### src/rtl/abt_pkg.sv
// Package for the allocation Bloom tracker: field widths, hash constants,
// operation codes, state types and the hash status struct.
// No dependencies.
package abt_pkg;

    localparam int ADDR_W          = 64;
    localparam int BYTE_W          = 48;
    localparam int LIVE_W          = 32;
    localparam int OP_W            = 2;
    localparam int FILTER_BITS_DEF = 256;
    localparam int HASH_COUNT_DEF  = 4;
    localparam int HASH_CNT_W      = 3;

    localparam logic [63:0] MIX_GOLDEN = 64'h9e37_79b9_7f4a_7c15;
    localparam logic [63:0] MIX_MUL1   = 64'hbf58_476d_1ce4_e5b9;
    localparam logic [63:0] MIX_MUL2   = 64'h94d0_49bb_1331_11eb;

    localparam logic [63:0] HASH_SEED [4] = '{
        64'h9e37_79b9_7f4a_7c15,
        64'hbf58_476d_1ce4_e5b9,
        64'h94d0_49bb_1331_11eb,
        64'h27d4_eb2f_1656_67c5
    };

    typedef enum logic [OP_W-1:0] {
        OP_ALLOC      = 2'd0,
        OP_FREE       = 2'd1,
        OP_QUERY      = 2'd2,
        OP_PEAK_RESET = 2'd3
    } op_t;

    typedef enum logic [1:0] {
        S_IDLE,
        S_HASH,
        S_EXEC,
        S_DONE
    } ctrl_state_t;

    typedef enum logic [1:0] {
        H_IDLE,
        H_PRE,
        H_MUL1,
        H_MUL2
    } hash_state_t;

    typedef struct packed {
        logic idx_valid;
        logic done;
    } hash_sts_t;

endpackage

### src/rtl/abt_mul64.sv
// Iterative 64x64 multiplier returning the low 64 bits, one 32x32 partial
// product per cycle. Depends on abt_pkg.
module abt_mul64
    import abt_pkg::*;
(
    input  logic        clk,
    input  logic        rst_n,
    input  logic        start,
    input  logic [63:0] a,
    input  logic [63:0] b,
    output logic        done,
    output logic [63:0] product
);

    logic [63:0] a_reg, a_next;
    logic [63:0] b_reg, b_next;
    logic [63:0] prod_reg, prod_next;
    logic [63:0] acc_reg, acc_next;
    logic [1:0]  step_reg, step_next;
    logic        busy_reg, busy_next;
    logic        done_reg, done_next;
    logic [31:0] mul_x;
    logic [31:0] mul_y;

    always_comb
    begin
        unique case (step_reg)
            2'd1:
            begin
                mul_x = a_reg[63:32];
                mul_y = b_reg[31:0];
            end
            2'd2:
            begin
                mul_x = a_reg[31:0];
                mul_y = b_reg[63:32];
            end
            default:
            begin
                mul_x = a_reg[31:0];
                mul_y = b_reg[31:0];
            end
        endcase
    end

    always_comb
    begin
        a_next    = a_reg;
        b_next    = b_reg;
        prod_next = prod_reg;
        acc_next  = acc_reg;
        step_next = step_reg;
        busy_next = busy_reg;
        done_next = 1'b0;
        if (start)
        begin
            a_next    = a;
            b_next    = b;
            step_next = 2'd0;
            busy_next = 1'b1;
        end
        else if (busy_reg)
        begin
            prod_next = {32'b0, mul_x} * {32'b0, mul_y};
            step_next = step_reg + 2'd1;
            unique case (step_reg)
                2'd0: acc_next = acc_reg;
                2'd1: acc_next = prod_reg;
                2'd2: acc_next = acc_reg + {prod_reg[31:0], 32'b0};
                2'd3:
                begin
                    acc_next  = acc_reg + {prod_reg[31:0], 32'b0};
                    busy_next = 1'b0;
                    done_next = 1'b1;
                end
            endcase
        end
    end

    always_ff @(posedge clk or negedge rst_n)
    begin
        if (!rst_n)
        begin
            step_reg <= 2'd0;
            busy_reg <= 1'b0;
            done_reg <= 1'b0;
        end
        else
        begin
            step_reg <= step_next;
            busy_reg <= busy_next;
            done_reg <= done_next;
        end
    end

    always_ff @(posedge clk)
    begin
        a_reg    <= a_next;
        b_reg    <= b_next;
        prod_reg <= prod_next;
        acc_reg  <= acc_next;
    end

    assign done    = done_reg;
    assign product = acc_reg;

endmodule

### src/rtl/abt_hash_unit.sv
// Sequencer for the splitmix64 base hash and the seeded rehashes; emits one
// filter bit index per rehash. Depends on abt_pkg and abt_mul64.
module abt_hash_unit
    import abt_pkg::*;
#(
    parameter int HASH_COUNT = HASH_COUNT_DEF,
    parameter int IDX_W      = $clog2(FILTER_BITS_DEF)
)
(
    input  logic              clk,
    input  logic              rst_n,
    input  logic              start,
    input  logic [63:0]       key,
    output hash_sts_t         sts,
    output logic [IDX_W-1:0]  idx
);

    hash_state_t           state_reg, state_next;
    logic [63:0]           src_reg, src_next;
    logic [63:0]           base_reg, base_next;
    logic                  first_reg, first_next;
    logic [HASH_CNT_W-1:0] k_reg, k_next;
    logic [HASH_CNT_W-1:0] k_inc;
    logic [63:0]           pre_sum;
    logic [63:0]           pre_mix;
    logic [63:0]           mid_mix;
    logic [63:0]           fin_mix;
    logic                  mul_start;
    logic [63:0]           mul_a;
    logic [63:0]           mul_b;
    logic                  mul_done;
    logic [63:0]           mul_p;

    assign pre_sum = src_reg + MIX_GOLDEN;
    assign pre_mix = pre_sum ^ (pre_sum >> 30);
    assign mid_mix = mul_p ^ (mul_p >> 27);
    assign fin_mix = mul_p ^ (mul_p >> 31);
    assign k_inc   = k_reg + HASH_CNT_W'(1);

    always_comb
    begin
        state_next = state_reg;
        src_next   = src_reg;
        base_next  = base_reg;
        first_next = first_reg;
        k_next     = k_reg;
        mul_start  = 1'b0;
        mul_a      = pre_mix;
        mul_b      = MIX_MUL1;
        sts        = '0;
        unique case (state_reg)
            H_IDLE:
            begin
                if (start)
                begin
                    src_next   = key;
                    first_next = 1'b1;
                    k_next     = '0;
                    state_next = H_PRE;
                end
            end
            H_PRE:
            begin
                mul_start  = 1'b1;
                state_next = H_MUL1;
            end
            H_MUL1:
            begin
                mul_a = mid_mix;
                mul_b = MIX_MUL2;
                if (mul_done)
                begin
                    mul_start  = 1'b1;
                    state_next = H_MUL2;
                end
            end
            H_MUL2:
            begin
                if (mul_done)
                begin
                    if (first_reg)
                    begin
                        base_next  = fin_mix;
                        src_next   = fin_mix + HASH_SEED[0];
                        first_next = 1'b0;
                        state_next = H_PRE;
                    end
                    else
                    begin
                        sts.idx_valid = 1'b1;
                        k_next        = k_inc;
                        if (k_inc == HASH_CNT_W'(HASH_COUNT))
                        begin
                            sts.done   = 1'b1;
                            state_next = H_IDLE;
                        end
                        else
                        begin
                            src_next   = base_reg + HASH_SEED[k_inc[1:0]];
                            state_next = H_PRE;
                        end
                    end
                end
            end
        endcase
    end

    assign idx = fin_mix[IDX_W-1:0];

    always_ff @(posedge clk or negedge rst_n)
    begin
        if (!rst_n)
        begin
            state_reg <= H_IDLE;
            first_reg <= 1'b0;
            k_reg     <= '0;
        end
        else
        begin
            state_reg <= state_next;
            first_reg <= first_next;
            k_reg     <= k_next;
        end
    end

    always_ff @(posedge clk)
    begin
        src_reg  <= src_next;
        base_reg <= base_next;
    end

    abt_mul64 u_mul (
        .clk     (clk),
        .rst_n   (rst_n),
        .start   (mul_start),
        .a       (mul_a),
        .b       (mul_b),
        .done    (mul_done),
        .product (mul_p)
    );

endmodule

### src/rtl/allocation_bloom_tracker.sv
// Allocation tracker: Bloom filter of live addresses plus byte totals and peaks.
// Nonzero-size alloc and query run HASH_COUNT+1 splitmix64 rounds (the base hash and one
// per rehash) on the shared 64-bit multiplier, each round a setup step and two products.
// Free, peak reset and zero-size alloc skip hashing.
// One transaction at a time; the next one is accepted while the previous result waits.
// Async active-low reset clears the filter, the totals, the peaks and the live count.
module allocation_bloom_tracker
    import abt_pkg::*;
#(
    parameter int FILTER_BITS = FILTER_BITS_DEF,
    parameter int HASH_COUNT  = HASH_COUNT_DEF
)
(
    input  logic                clk,
    input  logic                rst_n,
    input  logic                in_valid,
    output logic                in_ready,
    input  logic [OP_W-1:0]     op,
    input  logic [ADDR_W-1:0]   address,
    input  logic [BYTE_W-1:0]   requested_bytes,
    input  logic [BYTE_W-1:0]   reserved_bytes,
    output logic                out_valid,
    input  logic                out_ready,
    output logic                maybe_present,
    output logic [LIVE_W-1:0]   live_buffers,
    output logic [BYTE_W-1:0]   allocated_now,
    output logic [BYTE_W-1:0]   allocated_peak,
    output logic [BYTE_W-1:0]   reserved_now,
    output logic [BYTE_W-1:0]   reserved_peak
);

    localparam int IDX_W = $clog2(FILTER_BITS);

    ctrl_state_t          state_reg, state_next;
    op_t                  op_reg, op_next;
    logic [ADDR_W-1:0]    addr_reg, addr_next;
    logic [BYTE_W-1:0]    req_reg, req_next;
    logic [BYTE_W-1:0]    res_reg, res_next;
    logic                 present_reg, present_next;
    logic [FILTER_BITS-1:0] filter_reg, filter_next;
    logic [LIVE_W-1:0]    live_total_reg, live_total_next;
    logic [BYTE_W-1:0]    alloc_total_reg, alloc_total_next;
    logic [BYTE_W-1:0]    alloc_high_reg, alloc_high_next;
    logic [BYTE_W-1:0]    reserve_total_reg, reserve_total_next;
    logic [BYTE_W-1:0]    reserve_high_reg, reserve_high_next;
    logic                 out_valid_reg, out_valid_next;
    logic                 out_present_reg;
    logic [LIVE_W-1:0]    out_live_reg;
    logic [BYTE_W-1:0]    out_alloc_reg;
    logic [BYTE_W-1:0]    out_alloc_high_reg;
    logic [BYTE_W-1:0]    out_reserve_reg;
    logic [BYTE_W-1:0]    out_reserve_high_reg;
    logic                 out_load;
    logic                 needs_hash;
    logic                 hash_start;
    hash_sts_t            hash_sts;
    logic [IDX_W-1:0]     hash_idx;
    logic [BYTE_W:0]      alloc_sum;
    logic [BYTE_W:0]      reserve_sum;
    logic [BYTE_W-1:0]    alloc_add;
    logic [BYTE_W-1:0]    reserve_add;
    logic [BYTE_W-1:0]    alloc_sub;
    logic [BYTE_W-1:0]    reserve_sub;

    assign in_ready   = (state_reg == S_IDLE);
    assign needs_hash = ((op_t'(op) == OP_ALLOC) && (requested_bytes != '0))
                        || (op_t'(op) == OP_QUERY);
    assign hash_start = in_valid && in_ready && needs_hash;

    assign alloc_sum   = {1'b0, alloc_total_reg} + {1'b0, req_reg};
    assign reserve_sum = {1'b0, reserve_total_reg} + {1'b0, res_reg};
    assign alloc_add   = alloc_sum[BYTE_W] ? '1 : alloc_sum[BYTE_W-1:0];
    assign reserve_add = reserve_sum[BYTE_W] ? '1 : reserve_sum[BYTE_W-1:0];
    assign alloc_sub   = (alloc_total_reg >= req_reg) ? alloc_total_reg - req_reg : '0;
    assign reserve_sub = (reserve_total_reg >= res_reg) ? reserve_total_reg - res_reg : '0;

    assign out_load = (state_reg == S_DONE) && (!out_valid_reg || out_ready);

    always_comb
    begin
        state_next         = state_reg;
        op_next            = op_reg;
        addr_next          = addr_reg;
        req_next           = req_reg;
        res_next           = res_reg;
        present_next       = present_reg;
        filter_next        = filter_reg;
        live_total_next    = live_total_reg;
        alloc_total_next   = alloc_total_reg;
        alloc_high_next    = alloc_high_reg;
        reserve_total_next = reserve_total_reg;
        reserve_high_next  = reserve_high_reg;
        unique case (state_reg)
            S_IDLE:
            begin
                if (in_valid)
                begin
                    op_next      = op_t'(op);
                    addr_next    = address;
                    req_next     = requested_bytes;
                    res_next     = reserved_bytes;
                    present_next = (op_t'(op) == OP_QUERY);
                    state_next   = needs_hash ? S_HASH : S_EXEC;
                end
            end
            S_HASH:
            begin
                if (hash_sts.idx_valid)
                begin
                    if (op_reg == OP_ALLOC)
                    begin
                        filter_next[hash_idx] = 1'b1;
                    end
                    else
                    begin
                        present_next = present_reg & filter_reg[hash_idx];
                    end
                end
                if (hash_sts.done)
                begin
                    state_next = S_EXEC;
                end
            end
            S_EXEC:
            begin
                unique case (op_reg)
                    OP_ALLOC:
                    begin
                        if (req_reg != '0)
                        begin
                            alloc_total_next   = alloc_add;
                            reserve_total_next = reserve_add;
                            if (alloc_add > alloc_high_reg)
                            begin
                                alloc_high_next = alloc_add;
                            end
                            if (reserve_add > reserve_high_reg)
                            begin
                                reserve_high_next = reserve_add;
                            end
                            if (!(&live_total_reg))
                            begin
                                live_total_next = live_total_reg + LIVE_W'(1);
                            end
                        end
                    end
                    OP_FREE:
                    begin
                        if (addr_reg != '0)
                        begin
                            alloc_total_next   = alloc_sub;
                            reserve_total_next = reserve_sub;
                            if (live_total_reg != '0)
                            begin
                                live_total_next = live_total_reg - LIVE_W'(1);
                                if (live_total_reg == LIVE_W'(1))
                                begin
                                    filter_next = '0;
                                end
                            end
                        end
                    end
                    OP_QUERY:
                    begin
                        present_next = present_reg;
                    end
                    OP_PEAK_RESET:
                    begin
                        alloc_high_next   = alloc_total_reg;
                        reserve_high_next = reserve_total_reg;
                    end
                endcase
                state_next = S_DONE;
            end
            S_DONE:
            begin
                if (out_load)
                begin
                    state_next = S_IDLE;
                end
            end
        endcase
    end

    assign out_valid_next = out_load || (out_valid_reg && !out_ready);

    always_ff @(posedge clk or negedge rst_n)
    begin
        if (!rst_n)
        begin
            state_reg         <= S_IDLE;
            filter_reg        <= '0;
            live_total_reg    <= '0;
            alloc_total_reg   <= '0;
            alloc_high_reg    <= '0;
            reserve_total_reg <= '0;
            reserve_high_reg  <= '0;
            out_valid_reg     <= 1'b0;
        end
        else
        begin
            state_reg         <= state_next;
            filter_reg        <= filter_next;
            live_total_reg    <= live_total_next;
            alloc_total_reg   <= alloc_total_next;
            alloc_high_reg    <= alloc_high_next;
            reserve_total_reg <= reserve_total_next;
            reserve_high_reg  <= reserve_high_next;
            out_valid_reg     <= out_valid_next;
        end
    end

    always_ff @(posedge clk)
    begin
        op_reg      <= op_next;
        addr_reg    <= addr_next;
        req_reg     <= req_next;
        res_reg     <= res_next;
        present_reg <= present_next;
        if (out_load)
        begin
            out_present_reg      <= present_reg;
            out_live_reg         <= live_total_reg;
            out_alloc_reg        <= alloc_total_reg;
            out_alloc_high_reg   <= alloc_high_reg;
            out_reserve_reg      <= reserve_total_reg;
            out_reserve_high_reg <= reserve_high_reg;
        end
    end

    assign out_valid      = out_valid_reg;
    assign maybe_present  = out_present_reg;
    assign live_buffers   = out_live_reg;
    assign allocated_now  = out_alloc_reg;
    assign allocated_peak = out_alloc_high_reg;
    assign reserved_now   = out_reserve_reg;
    assign reserved_peak  = out_reserve_high_reg;

    abt_hash_unit #(
        .HASH_COUNT (HASH_COUNT),
        .IDX_W      (IDX_W)
    ) u_hash (
        .clk   (clk),
        .rst_n (rst_n),
        .start (hash_start),
        .key   (address),
        .sts   (hash_sts),
        .idx   (hash_idx)
    );

    a_peak_covers_total: assert property (@(posedge clk) disable iff (!rst_n)
        (alloc_high_reg >= alloc_total_reg) && (reserve_high_reg >= reserve_total_reg))
        else $error("peak below current total");

    a_empty_filter: assert property (@(posedge clk) disable iff (!rst_n)
        (state_reg == S_IDLE && live_total_reg == '0) |-> (filter_reg == '0))
        else $error("filter holds bits with no live buffers");

    a_hash_done_in_hash: assert property (@(posedge clk) disable iff (!rst_n)
        (hash_sts.idx_valid || hash_sts.done) |-> (state_reg == S_HASH))
        else $error("hash result outside hash phase");

    a_start_then_hash: assert property (@(posedge clk) disable iff (!rst_n)
        hash_start |=> (state_reg == S_HASH))
        else $error("hash started without entering hash phase");

endmodule

### config.mk
export PLATFORM = sky130hd
export DESIGN_NAME = allocation_bloom_tracker
export DESIGN_NICKNAME = d
export VERILOG_FILES = /design/src/rtl/abt_pkg.sv /design/src/rtl/abt_mul64.sv /design/src/rtl/abt_hash_unit.sv /design/src/rtl/allocation_bloom_tracker.sv
export SDC_FILE = /design/constraint.sdc
export NUM_CORES = 2
export LEC_CHECK = 0
export BUFFER_PORTS_ARGS = -buffer_cell sky130_fd_sc_hd__clkbuf_2
export CORE_MARGIN = 2
export CORE_UTILIZATION = 35
export CTS_CLUSTER_DIAMETER = 150
export DETAILED_ROUTE_END_ITERATION = 8
export PLACE_DENSITY = 0.5
export SYNTH_ARGS = -nofsm -noshare
export SYNTH_HDL_FRONTEND = slang
export SYNTH_SLANG_ARGS = --single-unit
### constraint.sdc
create_clock -name clk -period 20.3 [get_ports clk]
set_input_delay 3.045 -clock clk [delete_from_list [all_inputs] [get_ports clk]]
set_output_delay 3.045 -clock clk [all_outputs]
set_load 0.05 [all_outputs]
Yosys cells after proc, flatten, opt, wreduce, memory -nomap -nowiden
Cells that the tools add are included.
{"block": "classes", "add_sub_neg": 12, "mul": 1, "n_div": 0, "order_cmp": 7, "eq_ne": 35, "shift": 0, "mux": 81, "bitwise_logic": 8, "n_reduce_logical": 43}
{"operator": "$mux 256", "count": 6}
{"operator": "$mux 48", "count": 12}
{"operator": "$pmux 256 s2", "count": 1}
{"operator": "$mux 64", "count": 7}
{"operator": "$pmux 48 s2", "count": 4}
{"operator": "$or 256x256->256", "count": 1}
{"operator": "$pmux 64 s2", "count": 2}
{"operator": "$mux 32", "count": 6}
{"operator": "$add 64x64->64", "count": 2}
{"operator": "$add 64x64->64 const B", "count": 2}
{"operator": "$bmux 64 s2", "count": 1}
{"operator": "$add 48x48->49", "count": 2}
{"operator": "$ge 48x48->1", "count": 2}
{"operator": "$gt 48x48->1", "count": 2}
{"operator": "$reduce_bool 48->1", "count": 2}
{"operator": "$sub 48x48->48", "count": 2}
{"operator": "$mul 32x32->64", "count": 1}
{"operator": "$pmux 32 s2", "count": 1}
{"operator": "$reduce_bool 64->1", "count": 1}
{"operator": "$xor 64x33->64", "count": 1}
{"operator": "$xor 64x34->64", "count": 1}
{"operator": "$xor 64x37->64", "count": 1}
{"operator": "$mux 62", "count": 1}
{"operator": "$ne 2x2->1 const B", "count": 17}
{"operator": "other kinds (37)", "count": 109}
{"block": "word_totals", "ff_bits": 1265, "latchBits": 0, "ramBits": 0, "romBits": 0, "in_bits": 166, "output_inout_bits": 227, "n_memories": 0}

Logic depth before layout (Yosys ltp)
{"block": "logic_depth", "word_depth": 10, "depth_mapped": 38, "ltp_nobuf": 35}

Modules after synthesis
Synthesis repeated with hierarchy kept, for this count alone.
{"block": "hier_totals", "cells_unflattened": 11037, "hier_area_um2": 106294.4}
{"module": "allocation_bloom_tracker", "instances": 1, "cells_per_inst": 4794, "area_per_inst_um2": 48649.2, "seq_area_each_um2": 23737.8}
{"module": "abt_mul64", "instances": 1, "cells_per_inst": 4445, "area_per_inst_um2": 43282.8, "seq_area_each_um2": 7787.5}
{"module": "abt_hash_unit", "instances": 1, "cells_per_inst": 1798, "area_per_inst_um2": 14362.5, "seq_area_each_um2": 3993.8}

Worst setup path before layout
Ideal clock, no wire load.
{"block": "synth_path", "path_kind": "input to register", "start": "input in_valid", "end": "register u_hash.src_reg[0], enable pin", "arrival_time_ns": 10.606, "required_time_ns": 19.793, "setup_slack_ns": 9.186, "stages": 5, "path_cell_list": "and2_1 nand2_1 a2bb2oi_1 nand2b_1 a21oi_1"}
{"block": "synth_between", "elab_chain_len": 4}
{"element": "from (decl)", "line": "allocation_bloom_tracker.sv:16", "text": "input logic in_valid,"}
{"element": "$logic_and 1x1->1 (2 in a row)", "line": "allocation_bloom_tracker.sv:68", "text": "assign hash_start = in_valid && in_ready && needs_hash;"}
{"element": "$ne 2x2->1 (no line)"}
{"element": "$reduce_and 4->1 (no line)"}
{"element": "to (signal assigned)", "line": "abt_hash_unit.sv:128", "text": "src_reg <= src_next;"}
{"element": "to (decl)", "line": "abt_hash_unit.sv:19", "text": "logic [63:0] src_reg, src_next;"}
Every way passes these cells.
A chain may end at the register's enable or synchronous reset.

Final worst setup path
{"block": "layout_path", "start": "register u_hash.u_mul.step_reg[1]", "end": "register u_hash.u_mul.prod_reg[58] (data pin)"}
{"block": "layout_between", "elab_chain_len": 3, "elab_cells_between_ends": 5, "cone_classes": "mul: 1; eq/ne: 2; mux: 2"}
{"element": "from (decl)", "line": "abt_mul64.sv:19", "text": "logic [1:0] step_reg, step_next;"}
{"element": "from (signal assigned)", "line": "abt_mul64.sv:90", "text": "step_reg <= step_next;"}
{"element": "$eq 2x1->1 or $eq 2x2->1 (tied branches)", "line": "abt_mul64.sv:27", "text": "unique case (step_reg)"}
{"element": "$mux 32", "line": "abt_mul64.sv:27"}
{"element": "$mul 32x32->64 *", "line": "abt_mul64.sv:64", "text": "prod_next = {32'b0, mul_x} * {32'b0, mul_y};"}
{"element": "to (signal assigned)", "line": "abt_mul64.sv:100", "text": "prod_reg <= prod_next;"}
{"element": "to (decl)", "line": "abt_mul64.sv:17", "text": "logic [63:0] prod_reg, prod_next;"}
Mark *: on every way between the ends. The rest lies on a longest branch, timed or not.

==> out/metrics.cfg <==
[timing]
slew_headroom_pct = 12.0
finalSetupViolations = 0
tns_ps = 0
max_slew.worst_pin.slew_ps = 1280
holdWs_ps = 442
fmaxAchievable_ghz = 0.0896
skew_ps = 57.9
maxSlewViolCount = 0
grt_setup_unrepaired = false
post-route-period-util_pct = 55.0
hold_viol = 0
min_period_ps = 11160

[pwr]
cellPowerDensity_nw_per_um2 = 49.0
p_total_w = 0.00538
p_leak_nw = 50.8
ir_drop_mv = 0.0593

[floorplan]
die_h_um = 536
die_x_um = 536
start_util_pct = 35.1
io_pins = 393
coreArea_um2 = 282000
row_count = 195
die_area_um2 = 287000

[synthesis]
synth_edf_count = 710
synth_area_um2 = 99000
ys_ff_latch = 1203
synth_flop_cell = edfxtp_1
synth-simple-area-share_pct = 12.2
postSynthAreaPerCell_um2 = 10.0
synth_xor_xnor_area_share_pct = 4.64
synthMuxAreaShare_pct = 3.22
yosys.cell_types.count = 118
yosysSeqAreaShare_pct = 34.0
syn_inst = 9853
synth_nets = 11578
yosys.area.top_type = edfxtp_1
synth.top_cells.by_area = edfxtp_1 (22%), fa_1 (17%), dfrtp_1 (12%), ha_1 (9.1%), inv_1 (4.9%)
synth_compound_area_share_pct = 13.1
synthAdderAreaFrac_pct = 26.0
synth_top_family_by_area = adder cells
synth.top_cell.area_share_pct = 21.5
synth-async-reset-ratio_pct = 41.0
yosys_warnings = 0

[global_route]
grt_pass1_wl_um = 545000
antenna_found_initial = 13
overflow = 0
grt_max_degree = 181
grt_use_total_pct = 25.7
grt_pass1_vias = 77861

[cells_and_area]
final_common_cell = inv_1
fill_cells = 27906
drive_above_1_share_pct = 10.2
largest_reg_flops = 256
mostFrequentLayoutCells = inv_1 (1290), nor2_1 (906), fa_1 (836), a21oi_1 (762), ha_1 (720)
nNetsFinal = 11787
stdcell_area_um2 = 110000
area_growth_pct = 10.8
final_util_pct = 38.9

[worst_setup_path]
crit_top_cell = fa_1
crit_path_start_kind = flip-flop
slowest_delay_ps = 890
cp.arrival_ps = 11730
path_class = reg2reg
slowest_stage = mux2i_1
endpoint_kind = flip-flop
crit_path_max_fanout = 19
critical_path_required_ps = 20870

[placement]
place_area_um2 = 105000
hpwl_um = 299000
place.port_buffers = 392
place_congestion = 0.969

[clock_network]
cts_tree = built
postCtsSetupBuffers = 0
clock_sinks = 1203
cts_resized = 0
cts_max_level = 4
clkTransAtPathRegs_ps = 60
cts_made_buffers = 149
hold_buffers = 0
cts_buffer_depth = 4
clock_latency_ps = 840
cts_root_buf = clkbuf_16

[route]
wl_per_cell_um = 26.9
antenna_left = 0
vias = 76563
finalWirelength_um = 374000
vias_per_cell = 5.50
drt-pass1-iter-count = 6
drc = 0
drt-initial-drc-count = 7129

[run_status]
status = finished, final reports clean

[job]
drv_cap = 0

[worst_hold_path]
hp-class = reg2reg

[path summary, 6_finish.rpt]
check | slack (ps) | cells past startpoint | start | end
max in group asynchronous | 14930 | 4 | rst_n | alloc_high_reg[16]
min in group asynchronous | 2260 | 1 | rst_n | filter_reg[208]
worst min register to register | 440 | 0 | reserve_high_reg[37] | reserved_peak[37]
worst max register to register | 9140 | 29 | u_hash.u_mul.step_reg[1] | u_hash.u_mul.prod_reg[58]
worst max-delay path | 9140 | 29 | u_hash.u_mul.step_reg[1] | u_hash.u_mul.prod_reg[58]
worst min-delay path | 440 | 0 | reserve_high_reg[37] | reserved_peak[37]
[per-stage QoR]
step | std cells | setup WS [ps]
after CTS | 13916 | 9020
after floorplan | 9853 | 9190
after global placement | 13654 | 9240
after detailed placement | 13654 | 9060
final | 13919 | 9140
after global routing | 13916 | 8640
[worst max-delay path: cells and delay by family (launching register included)]
kind            cells  cell delay [ps]
simple gates        5             1550
compound gates      7             2160
mux                 1              890
flops               1              430
fa+ha+maj          10             4650
xor+xnor            1               80
buf+inv             5             1180
[Yosys cell counts, drive strengths merged (85+ instances only)]
cell and number:
buf 130, nand2b 96, nand2 620, and3 85, dfrtp 493, and2 92, edfxtp 710, nor3 126
nand3 174, clkbuf 311, inv 1300, nor2 963, xor2 165, a21o 173, nand4 100, fa 836
ha 723, o211ai 86, xnor2 357, o21ai 438, a21oi 768
[final cells by class]
cell class                      count  area [um2]  area share (%)
Antenna cell                        3        7.51         0.00684
Clock buffer                      195        4110            3.74
Clock inverter                     67         768           0.700
Inverter                         1302        4890            4.46
Multi-Input combinational cell   6907       58800            53.6
Sequential cell                  1203       33700            30.7
Tap cell                         3743        4680            4.27
Timing Repair Buffer              499        2800            2.55
[per-layer routing]
metal	vias up	part of all wire (%)	global-route usage [%]
met5	-	0.019	0
met2	2859	47	42.2
met1	39018	44	35.5
met4	10	3.5	8.06
met3	524	5.8	2.99
li1	34152	-	-
[power by group]
group | internal, W | switching (W) | total (W)
logic | 0.0000160 | 0.0000494 | 0.0000654
clock network | 0.00162 | 0.00111 | 0.00273
registers | 0.00258 | 0 | 0.00258
[cell families (layout without fill, tap and decap cells)]
| family | after synthesis | after routing |
|---|---|---|
| compound gates | 2067 | 2067 |
| simple gates | 2546 | 2546 |
| xor+xnor | 522 | 522 |
| flops | 1203 | 1203 |
| buf+inv | 1743 | 2063 |
| mux | 213 | 213 |
| other cells | 0 | 3 |
| fa+ha+maj | 1559 | 1559 |
Power figures use the tool's default switching activity.
